**src/design/vci_pkg.sv**
```systemverilog
`timescale 1ns / 1ps
`default_nettype none

package vci_pkg;

    localparam int MAX_POINTS_DEF = 16;

    localparam int VOL_W = 16;
    localparam int IDX_W = 4;
    localparam int CNT_W = 5;

    localparam int QUEUE_DEPTH = 2;

    localparam int DIFF_W = VOL_W + 1;
    localparam int PROD_W = 2 * DIFF_W;
    localparam int NUM_W  = PROD_W + 1;
    localparam int QUO_W  = VOL_W;

    localparam logic KIND_LOAD   = 1'b0;
    localparam logic KIND_LOOKUP = 1'b1;

    localparam int APB_AW = 3;
    localparam int APB_DW = 32;
    localparam logic [APB_AW-3:0] REG_POINT_COUNT = '0;

    typedef struct packed {
        logic                    lookup;
        logic [IDX_W-1:0]        idx;
        logic signed [VOL_W-1:0] key_or_vol;
        logic signed [VOL_W-1:0] value;
    } t_item;

endpackage

`default_nettype wire

```
**src/design/vci_front.sv**
```systemverilog
`timescale 1ns / 1ps
`default_nettype none

module vci_front #(
    parameter int MAX_POINTS = vci_pkg::MAX_POINTS_DEF
) (
    input  wire logic                           i_valid,
    input  wire logic                           i_kind,
    input  wire logic [vci_pkg::IDX_W-1:0]      i_point_index,
    input  wire logic signed [vci_pkg::VOL_W-1:0] i_point_key,
    input  wire logic signed [vci_pkg::VOL_W-1:0] i_point_value,
    input  wire logic signed [vci_pkg::VOL_W-1:0] i_input_volume,
    input  wire logic                           i_q_full,
    output logic                                o_stall,
    output logic                                o_push,
    output vci_pkg::t_item                      o_item
);

    logic w_accept;
    logic w_keep;

    assign o_stall  = i_q_full;
    assign w_accept = i_valid && !i_q_full;
    // loads to slots outside the table are dropped here
    assign w_keep   = (i_kind == vci_pkg::KIND_LOOKUP) || (32'(i_point_index) < MAX_POINTS);
    assign o_push   = w_accept && w_keep;

    always_comb begin
        o_item.lookup     = (i_kind == vci_pkg::KIND_LOOKUP);
        o_item.idx        = i_point_index;
        o_item.key_or_vol = (i_kind == vci_pkg::KIND_LOOKUP) ? i_input_volume : i_point_key;
        o_item.value      = i_point_value;
    end

endmodule

`default_nettype wire

```
**src/design/vci_queue.sv**
```systemverilog
`timescale 1ns / 1ps
`default_nettype none

module vci_queue (
    input  wire logic           i_clk,
    input  wire logic           i_rst_n,
    input  wire logic           i_push,
    input  wire vci_pkg::t_item i_item,
    input  wire logic           i_pop,
    output logic                o_full,
    output logic                o_empty,
    output vci_pkg::t_item      o_item
);

    localparam int QAW = (vci_pkg::QUEUE_DEPTH > 1) ? $clog2(vci_pkg::QUEUE_DEPTH) : 1;
    localparam int QCW = $clog2(vci_pkg::QUEUE_DEPTH + 1);

    vci_pkg::t_item r_slot [vci_pkg::QUEUE_DEPTH];
    logic [QAW-1:0] r_wr;
    logic [QAW-1:0] r_rd;
    logic [QCW-1:0] r_cnt;

    assign o_full  = (r_cnt == QCW'(vci_pkg::QUEUE_DEPTH));
    assign o_empty = (r_cnt == '0);
    assign o_item  = r_slot[r_rd];

    always_ff @(posedge i_clk) begin
        if (!i_rst_n) begin
            r_wr  <= '0;
            r_rd  <= '0;
            r_cnt <= '0;
        end else begin
            if (i_push) begin
                r_wr <= (r_wr == QAW'(vci_pkg::QUEUE_DEPTH - 1)) ? '0 : r_wr + 1'b1;
            end
            if (i_pop) begin
                r_rd <= (r_rd == QAW'(vci_pkg::QUEUE_DEPTH - 1)) ? '0 : r_rd + 1'b1;
            end
            if (i_push && !i_pop) begin
                r_cnt <= r_cnt + 1'b1;
            end else if (!i_push && i_pop) begin
                r_cnt <= r_cnt - 1'b1;
            end
        end
    end

    always_ff @(posedge i_clk) begin
        if (i_push) begin
            r_slot[r_wr] <= i_item;
        end
    end

endmodule

`default_nettype wire

```
**src/design/vci_back.sv**
```systemverilog
`timescale 1ns / 1ps
`default_nettype none

module vci_back #(
    parameter int MAX_POINTS = vci_pkg::MAX_POINTS_DEF
) (
    input  wire logic                             i_clk,
    input  wire logic                             i_rst_n,
    input  wire logic [vci_pkg::CNT_W-1:0]        i_point_count,
    input  wire logic                             i_q_empty,
    input  wire vci_pkg::t_item                   i_q_item,
    output logic                                  o_pop,
    input  wire logic                             i_stall,
    output logic                                  o_valid,
    output logic signed [vci_pkg::VOL_W-1:0]      o_routing_volume
);

    localparam int AW     = $clog2(MAX_POINTS);
    localparam int CW     = $clog2(MAX_POINTS + 1);
    localparam int VOL_W  = vci_pkg::VOL_W;
    localparam int DIFF_W = vci_pkg::DIFF_W;
    localparam int PROD_W = vci_pkg::PROD_W;
    localparam int NUM_W  = vci_pkg::NUM_W;
    localparam int QUO_W  = vci_pkg::QUO_W;
    localparam int SW     = $clog2(QUO_W);

    typedef enum logic [8:0] {
        ST_IDLE = 9'b000000001,
        ST_SCAN = 9'b000000010,
        ST_PREP = 9'b000000100,
        ST_MUL1 = 9'b000001000,
        ST_MUL2 = 9'b000010000,
        ST_SUM  = 9'b000100000,
        ST_ABS  = 9'b001000000,
        ST_DIV  = 9'b010000000,
        ST_OUT  = 9'b100000000
    } t_state;

    t_state r_state;
    t_state n_state;

    logic [VOL_W-1:0] r_key_mem [MAX_POINTS];
    logic [VOL_W-1:0] r_val_mem [MAX_POINTS];
    logic signed [VOL_W-1:0] r_rd_key;
    logic signed [VOL_W-1:0] r_rd_val;

    logic [CW-1:0]            r_i;
    logic signed [VOL_W-1:0]  r_x;
    logic signed [VOL_W-1:0]  r_lk;
    logic signed [VOL_W-1:0]  r_lv;
    logic signed [VOL_W-1:0]  r_uk;
    logic signed [VOL_W-1:0]  r_uv;
    logic signed [DIFF_W-1:0] r_d;
    logic signed [DIFF_W-1:0] r_dv;
    logic signed [DIFF_W-1:0] r_dx;
    logic signed [PROD_W-1:0] r_p1;
    logic signed [PROD_W-1:0] r_p2;
    logic signed [NUM_W-1:0]  r_num;
    logic [NUM_W-1:0]         r_rem;
    logic [NUM_W-1:0]         r_dsh;
    logic [QUO_W-1:0]         r_q;
    logic [SW-1:0]            r_step;
    logic                     r_neg;
    logic signed [VOL_W-1:0]  r_res;
    logic                     r_out_valid;
    logic signed [VOL_W-1:0]  r_out_vol;

    logic [CW-1:0]            w_n;
    logic [CW-1:0]            w_i_next;
    logic [AW-1:0]            w_rd_addr;
    logic [AW-1:0]            w_wr_addr;
    logic                     w_wr_en;
    logic                     w_above;
    logic                     w_last;
    logic                     w_out_free;
    logic signed [DIFF_W-1:0] w_ma;
    logic signed [DIFF_W-1:0] w_mb;
    logic signed [PROD_W-1:0] w_prod;
    logic [NUM_W-1:0]         w_mag;
    logic [NUM_W-1:0]         w_d_ext;
    logic                     w_ge;
    logic [QUO_W-1:0]         w_q_next;

    assign w_n = (32'(i_point_count) > MAX_POINTS) ? CW'(MAX_POINTS) : CW'(i_point_count);

    assign o_pop      = (r_state == ST_IDLE) && !i_q_empty;
    assign w_wr_en    = o_pop && !i_q_item.lookup;
    assign w_wr_addr  = AW'(i_q_item.idx);
    assign w_i_next   = r_i + 1'b1;
    assign w_rd_addr  = (r_state == ST_SCAN) ? w_i_next[AW-1:0] : '0;
    assign w_above    = (r_rd_key > r_x);
    assign w_last     = (w_i_next == w_n);
    assign w_out_free = !r_out_valid || !i_stall;

    // one shared multiplier: lv*d, then (uv-lv)*(x-lk)
    assign w_ma   = (r_state == ST_MUL1) ? {r_lv[VOL_W-1], r_lv} : r_dv;
    assign w_mb   = (r_state == ST_MUL1) ? r_d : r_dx;
    assign w_prod = w_ma * w_mb;

    assign w_mag    = r_num[NUM_W-1] ? NUM_W'(-r_num) : NUM_W'(r_num);
    assign w_d_ext  = {{(NUM_W-DIFF_W){1'b0}}, r_d};
    assign w_ge     = (r_rem >= r_dsh);
    assign w_q_next = {r_q[QUO_W-2:0], w_ge};

    always_comb begin
        n_state = r_state;
        case (r_state)
            ST_IDLE: begin
                if (!i_q_empty && i_q_item.lookup) begin
                    n_state = (w_n == '0) ? ST_OUT : ST_SCAN;
                end
            end
            ST_SCAN: begin
                if (w_above) begin
                    n_state = (r_i == '0) ? ST_OUT : ST_PREP;
                end else if (w_last) begin
                    n_state = ST_OUT;
                end
            end
            ST_PREP: n_state = ST_MUL1;
            ST_MUL1: n_state = ST_MUL2;
            ST_MUL2: n_state = ST_SUM;
            ST_SUM:  n_state = ST_ABS;
            ST_ABS:  n_state = ST_DIV;
            ST_DIV: begin
                if (r_step == SW'(QUO_W - 1)) begin
                    n_state = ST_OUT;
                end
            end
            ST_OUT: begin
                if (w_out_free) begin
                    n_state = ST_IDLE;
                end
            end
            default: n_state = ST_IDLE;
        endcase
    end

    always_ff @(posedge i_clk) begin
        if (!i_rst_n) begin
            r_state     <= ST_IDLE;
            r_out_valid <= 1'b0;
        end else begin
            r_state <= n_state;
            if ((r_state == ST_OUT) && w_out_free) begin
                r_out_valid <= 1'b1;
            end else if (!i_stall) begin
                r_out_valid <= 1'b0;
            end
        end
    end

    always_ff @(posedge i_clk) begin
        if (w_wr_en) begin
            r_key_mem[w_wr_addr] <= i_q_item.key_or_vol;
            r_val_mem[w_wr_addr] <= i_q_item.value;
        end
        r_rd_key <= r_key_mem[w_rd_addr];
        r_rd_val <= r_val_mem[w_rd_addr];
    end

    always_ff @(posedge i_clk) begin
        case (r_state)
            ST_IDLE: begin
                if (o_pop && i_q_item.lookup) begin
                    r_x   <= i_q_item.key_or_vol;
                    r_res <= i_q_item.key_or_vol;
                    r_i   <= '0;
                end
            end
            ST_SCAN: begin
                r_res <= r_rd_val;
                if (w_above) begin
                    r_uk <= r_rd_key;
                    r_uv <= r_rd_val;
                end else begin
                    r_lk <= r_rd_key;
                    r_lv <= r_rd_val;
                    r_i  <= w_i_next;
                end
            end
            ST_PREP: begin
                r_d  <= {r_uk[VOL_W-1], r_uk} - {r_lk[VOL_W-1], r_lk};
                r_dv <= {r_uv[VOL_W-1], r_uv} - {r_lv[VOL_W-1], r_lv};
                r_dx <= {r_x[VOL_W-1], r_x} - {r_lk[VOL_W-1], r_lk};
            end
            ST_MUL1: r_p1 <= w_prod;
            ST_MUL2: r_p2 <= w_prod;
            ST_SUM: begin
                r_num <= {r_p1[PROD_W-1], r_p1} + {r_p2[PROD_W-1], r_p2};
            end
            ST_ABS: begin
                // round half away from zero: (2|num| + d) / (2d)
                r_neg  <= r_num[NUM_W-1];
                r_rem  <= {w_mag[NUM_W-2:0], 1'b0} + w_d_ext;
                r_dsh  <= w_d_ext << QUO_W;
                r_q    <= '0;
                r_step <= '0;
            end
            ST_DIV: begin
                if (w_ge) begin
                    r_rem <= r_rem - r_dsh;
                end
                r_dsh  <= r_dsh >> 1;
                r_q    <= w_q_next;
                r_step <= r_step + 1'b1;
                if (r_step == SW'(QUO_W - 1)) begin
                    r_res <= r_neg ? (~w_q_next + 1'b1) : w_q_next;
                end
            end
            ST_OUT: begin
                if (w_out_free) begin
                    r_out_vol <= r_res;
                end
            end
            default: ;
        endcase
    end

    assign o_valid          = r_out_valid;
    assign o_routing_volume = r_out_vol;

endmodule

`default_nettype wire

```
**src/design/volume_curve_interpolator_top.sv**
```systemverilog
`timescale 1ns / 1ps
`default_nettype none

// Volume curve interpolator. Load beats (kind 0) write one breakpoint into a
// MAX_POINTS-entry table and give no result; lookup beats (kind 1) give one
// routing volume, interpolated between breakpoints and rounded half away from
// zero, clamped to the nearest end value outside the curve, or passed through
// when point_count is zero. A two-beat queue between the input and execution
// sides keeps taking input beats, until it is full, while a result waits on a
// stalled output. A load is written as it leaves the queue. A lookup scans the
// table, which has one read port, one slot per cycle over at most point_count
// slots, then, to interpolate, makes two passes through one shared multiplier
// and a 16-step restoring divider. point_count is written through the APB port
// at byte address 0; the user must write it only while the block is idle, and
// the block itself does not enforce this.

module volume_curve_interpolator_top #(
    parameter int MAX_POINTS = vci_pkg::MAX_POINTS_DEF
) (
    input  wire logic                               i_clk,
    input  wire logic                               i_rst_n,
    input  wire logic                               i_valid,
    output logic                                    o_stall,
    input  wire logic                               i_kind,
    input  wire logic [vci_pkg::IDX_W-1:0]          i_point_index,
    input  wire logic signed [vci_pkg::VOL_W-1:0]   i_point_key,
    input  wire logic signed [vci_pkg::VOL_W-1:0]   i_point_value,
    input  wire logic signed [vci_pkg::VOL_W-1:0]   i_input_volume,
    output logic                                    o_valid,
    input  wire logic                               i_stall,
    output logic signed [vci_pkg::VOL_W-1:0]        o_routing_volume,
    input  wire logic                               i_psel,
    input  wire logic                               i_penable,
    input  wire logic                               i_pwrite,
    input  wire logic [vci_pkg::APB_AW-1:0]         i_paddr,
    input  wire logic [vci_pkg::APB_DW-1:0]         i_pwdata,
    output logic [vci_pkg::APB_DW-1:0]              o_prdata,
    output logic                                    o_pready
);

    logic [vci_pkg::CNT_W-1:0] r_point_count;
    logic                      w_sel_count;
    logic                      w_push;
    logic                      w_pop;
    logic                      w_q_full;
    logic                      w_q_empty;
    vci_pkg::t_item            w_push_item;
    vci_pkg::t_item            w_head_item;

    assign o_pready    = 1'b1;
    assign w_sel_count = (i_paddr[vci_pkg::APB_AW-1:2] == vci_pkg::REG_POINT_COUNT);
    assign o_prdata    = w_sel_count ? vci_pkg::APB_DW'(r_point_count) : '0;

    always_ff @(posedge i_clk) begin
        if (!i_rst_n) begin
            r_point_count <= '0;
        end else if (i_psel && i_penable && i_pwrite && o_pready && w_sel_count) begin
            r_point_count <= i_pwdata[vci_pkg::CNT_W-1:0];
        end
    end

    vci_front #(
        .MAX_POINTS(MAX_POINTS)
    ) u_front (
        .i_valid        (i_valid),
        .i_kind         (i_kind),
        .i_point_index  (i_point_index),
        .i_point_key    (i_point_key),
        .i_point_value  (i_point_value),
        .i_input_volume (i_input_volume),
        .i_q_full       (w_q_full),
        .o_stall        (o_stall),
        .o_push         (w_push),
        .o_item         (w_push_item)
    );

    vci_queue u_queue (
        .i_clk   (i_clk),
        .i_rst_n (i_rst_n),
        .i_push  (w_push),
        .i_item  (w_push_item),
        .i_pop   (w_pop),
        .o_full  (w_q_full),
        .o_empty (w_q_empty),
        .o_item  (w_head_item)
    );

    vci_back #(
        .MAX_POINTS(MAX_POINTS)
    ) u_back (
        .i_clk            (i_clk),
        .i_rst_n          (i_rst_n),
        .i_point_count    (r_point_count),
        .i_q_empty        (w_q_empty),
        .i_q_item         (w_head_item),
        .o_pop            (w_pop),
        .i_stall          (i_stall),
        .o_valid          (o_valid),
        .o_routing_volume (o_routing_volume)
    );

endmodule

`default_nettype wire
```
**config.mk**
```make
export PLATFORM = sky130hd
export DESIGN_NAME = volume_curve_interpolator_top
export DESIGN_NICKNAME = d
export VERILOG_FILES = /design/src/design/vci_pkg.sv /design/src/design/vci_front.sv /design/src/design/vci_queue.sv /design/src/design/vci_back.sv /design/src/design/volume_curve_interpolator_top.sv
export SDC_FILE = /design/constraint.sdc
export NUM_CORES = 2
export LEC_CHECK = 0
export BUFFER_PORTS_ARGS = -buffer_cell sky130_fd_sc_hd__buf_2
export CAP_MARGIN = 20
export CORE_MARGIN = 1
export CORE_UTILIZATION = 49
export DETAILED_ROUTE_END_ITERATION = 12
export GPL_TIMING_DRIVEN = 0
export PLACE_DENSITY = 0.77
export REMOVE_ABC_BUFFERS = 1
export SLEW_MARGIN = 10
export SYNTH_ARGS = -nofsm -noshare
export SYNTH_HDL_FRONTEND = slang
export SYNTH_HIERARCHICAL = 1
export SYNTH_SLANG_ARGS = --single-unit
```
**constraint.sdc**
```tcl
create_clock -name i_clk -period 23.4 [get_ports i_clk]
set_input_delay 4.68 -clock i_clk [delete_from_list [all_inputs] [get_ports i_clk]]
set_output_delay 4.68 -clock i_clk [all_outputs]
set_load 0.01 [all_outputs]
```
==> metrics <==
status=complete, no violations; Die Footprint=~120000 µm²; R2R setup slack=roughly 14000 ps; CTS tree=yes; reg2reg end=u_back/r_p2[33]; path category of the worst min-delay check=reg -> reg; FF-to-FF path depth=28; HPWL Detailed=approximately 95 mm; Critical Path Sink Type=output port; clk sinks=around 1000; min cycle time layout=9830 ps; RSZ-0062 raised after global routing=false; Final Util=54.9%; final hold violations=0; largest area contributor in the netlist=edfxtp_1; Final Max Slew Viols=0; worst skew pair latency=about 700 ps; CTS clk-pin slew, worst paths=60 ps; most frequent cells in the layout=edfxtp_1, nand2_1, inv_1, nor2_1, fa_1; ys flop type=edfxtp_1; critical path data arrival time=~5200 ps; DR iter-0 viols=about 3600; CTS Buf Count=99; hold_buf cts=0; static leakage=between 0.02 and 0.025 µW; IO Port Bufs=88; crit path launch type=input pin; gr usage total=a little under a quarter; most area-consuming cells after synthesis=edfxtp_1, fa_1, ha_1; FF-to-FF Start=u_back/r_state[8]; gpl congestion=0.922; CORE AREA=approximately 110000 µm²; Setup Buffers After CTS=0; most common cell after layout, fill and taps aside=edfxtp_1; initial antenna violation count=7; worst slew pin tran=roughly 1200 ps; chip width=~340 µm; Root Driver=clkbuf_16; Via density=around 5.8; Post-synth ARST share=0%; Synth Warn #=6; H-tree level count=3; DR vias=~38000; final wirelength=between 100 and 150 mm; Layout area overhead=11.1%; Worst Hold End=u_back/o_routing_volume[7]; # placed instances=between 6000 and 7000; first-pass GRT wire length=between 200 and 250 mm; Finished Layout Cells=approximately 6500; worst hold path stage count=0; register area share after synthesis=52.0%; io pins=between 100 and 150; number of remaining DRC errors=0; vias in the first global route=~38000; final worst setup slack=~14000 ps; Fmax=102 MHz; post_cts resized=0; max cap viols=0; Cells after Synth=4885; routed len/inst=20.7 µm; Worst EP required=~19000 ps; post-synth top area share=roughly half; syn avg cell area=between 10 and 15 µm²; NumNets Final=~5600; num rows=approximately 120; Cell Area, Synth=56600 µm²; Longest Clk Path Bufs=3; Post-synth EDFFs=945; setup tns final=0 ps; height of the chip=342 µm; worst slack, placed=13570 ps; Max IR drop VDD=between 0.07 and 0.08 mV; Crit Path Class=in -> out; final worst path period share=42.0%; clk_skew=just over 70 ps; min-delay src=u_back/r_res[7]; Yosys reg bits=997; Max-slew headroom=between 20% and 30%; pin count of the biggest net entering global routing=around 110; ANT nets after route=0; Starting Density=between 40% and 50%; CP max FO=6; remaining global-route overflow=0; Setup Viol. Count Final=0; Synth cell types=94; share of layout cells above drive strength 1=a little under a tenth; Pwr Density=roughly 76 nW/µm²; iteration count of the initial detailed-routing pass=6
## where the power goes
group / total [µW] / switching, µW / internal, µW
registers: 2250 / 50.6 / 2200
logic: 860 / 567 / 292
clock network: 1660 / 699 / 958
## cell families after synthesis
family          after synthesis  synth area share (%)
simple gates               1500                  12.2
flops                       997                  52.0
mux                          81                  1.62
other cells                   2                0.0133
compound gates              840                  9.65
buf+inv                     708                  5.16
fa+ha+maj                   540                  15.9
xor+xnor                    217                  3.37
## flip-flops by register name (all words and copies together) (netlist names), 33 cells and up, named ones only
register / cells
u_back/r_num: 35
u_back/r_dsh: 33
u_back/r_val_mem: 256
u_back/r_p2: 34
u_back/r_rem: 35
u_back/r_key_mem: 256
u_queue/r_slot: 74
u_back/r_p1: 34
## metal layers
metal  global-route usage [%]  wire length (µm)  part of all wire [%]  vias to the layer above
met5                        0                57                 0.042                        -
met4                     9.43              5060                   3.7                        4
met3                     3.37             11100                   8.2                      353
met2                     39.5             66900                    50                     1821
met1                     29.1             52000                    38                    18704
li1                         -                 -                     -                    17243
## how the worst max path moves through the flow
stage | from | endpoint | slack, ps | depth (start not counted)
floorplan | i_paddr[2] | o_prdata[0] | 13830 | 1
global placement | u_back/r_i[0] | u_back/r_rd_val[3] | 7160 | 8
detailed placement | i_paddr[2] | o_prdata[4] | 13570 | 3
CTS | i_paddr[2] | o_prdata[4] | 13570 | 3
global route | i_paddr[2] | o_prdata[4] | 13550 | 3
finish | i_paddr[2] | o_prdata[4] | 13570 | 3
## through the flow
stage	power, µW	instance area, µm²	hold slack (ps)
final	4760	62800	418
after global routing	4930	62800	421
after CTS	4770	62800	420
after detailed placement	3130	59400	407
after global placement	3060	57800	403
after floorplan	2810	55500	400
## area by class of cell
| cell class | instances | area (µm²) |
|---|---|---|
| Multi-Input combinational cell | 3206 | 24600 |
| Clock inverter | 76 | 883 |
| Sequential cell | 997 | 29400 |
| Timing Repair Buffer | 169 | 1780 |
| Antenna cell | 1 | 2.50 |
| Tap cell | 1512 | 1890 |
| Inverter | 454 | 1720 |
| Fill cell | 9090 | 51500 |
| Clock buffer | 112 | 2550 |
## worst max-delay path, cell delays in order
cell	delay, ps
buf_2	120
and2b_2	220
buf_2	130
## Yosys cell counts, drive strengths merged, types with 17 or more instances
master and count:
edfxtp 945, nand2 586, inv 453, nor2 360, fa 302, a21oi 246, ha 238, clkbuf 170
nand3 162, or3 146, o211ai 137, xnor2 134, o21ai 130, a31oi 86, buf 84, xor2 83
a21o 72, mux2 54, dfxtp 52, nor3 50, nor2b 35, mux2i 27, nand2b 26, and3 25
and2 23, nand4 19, o21a 19, o21bai 19, nor4 17
Note: power is estimated with default switching activity, not from simulation.
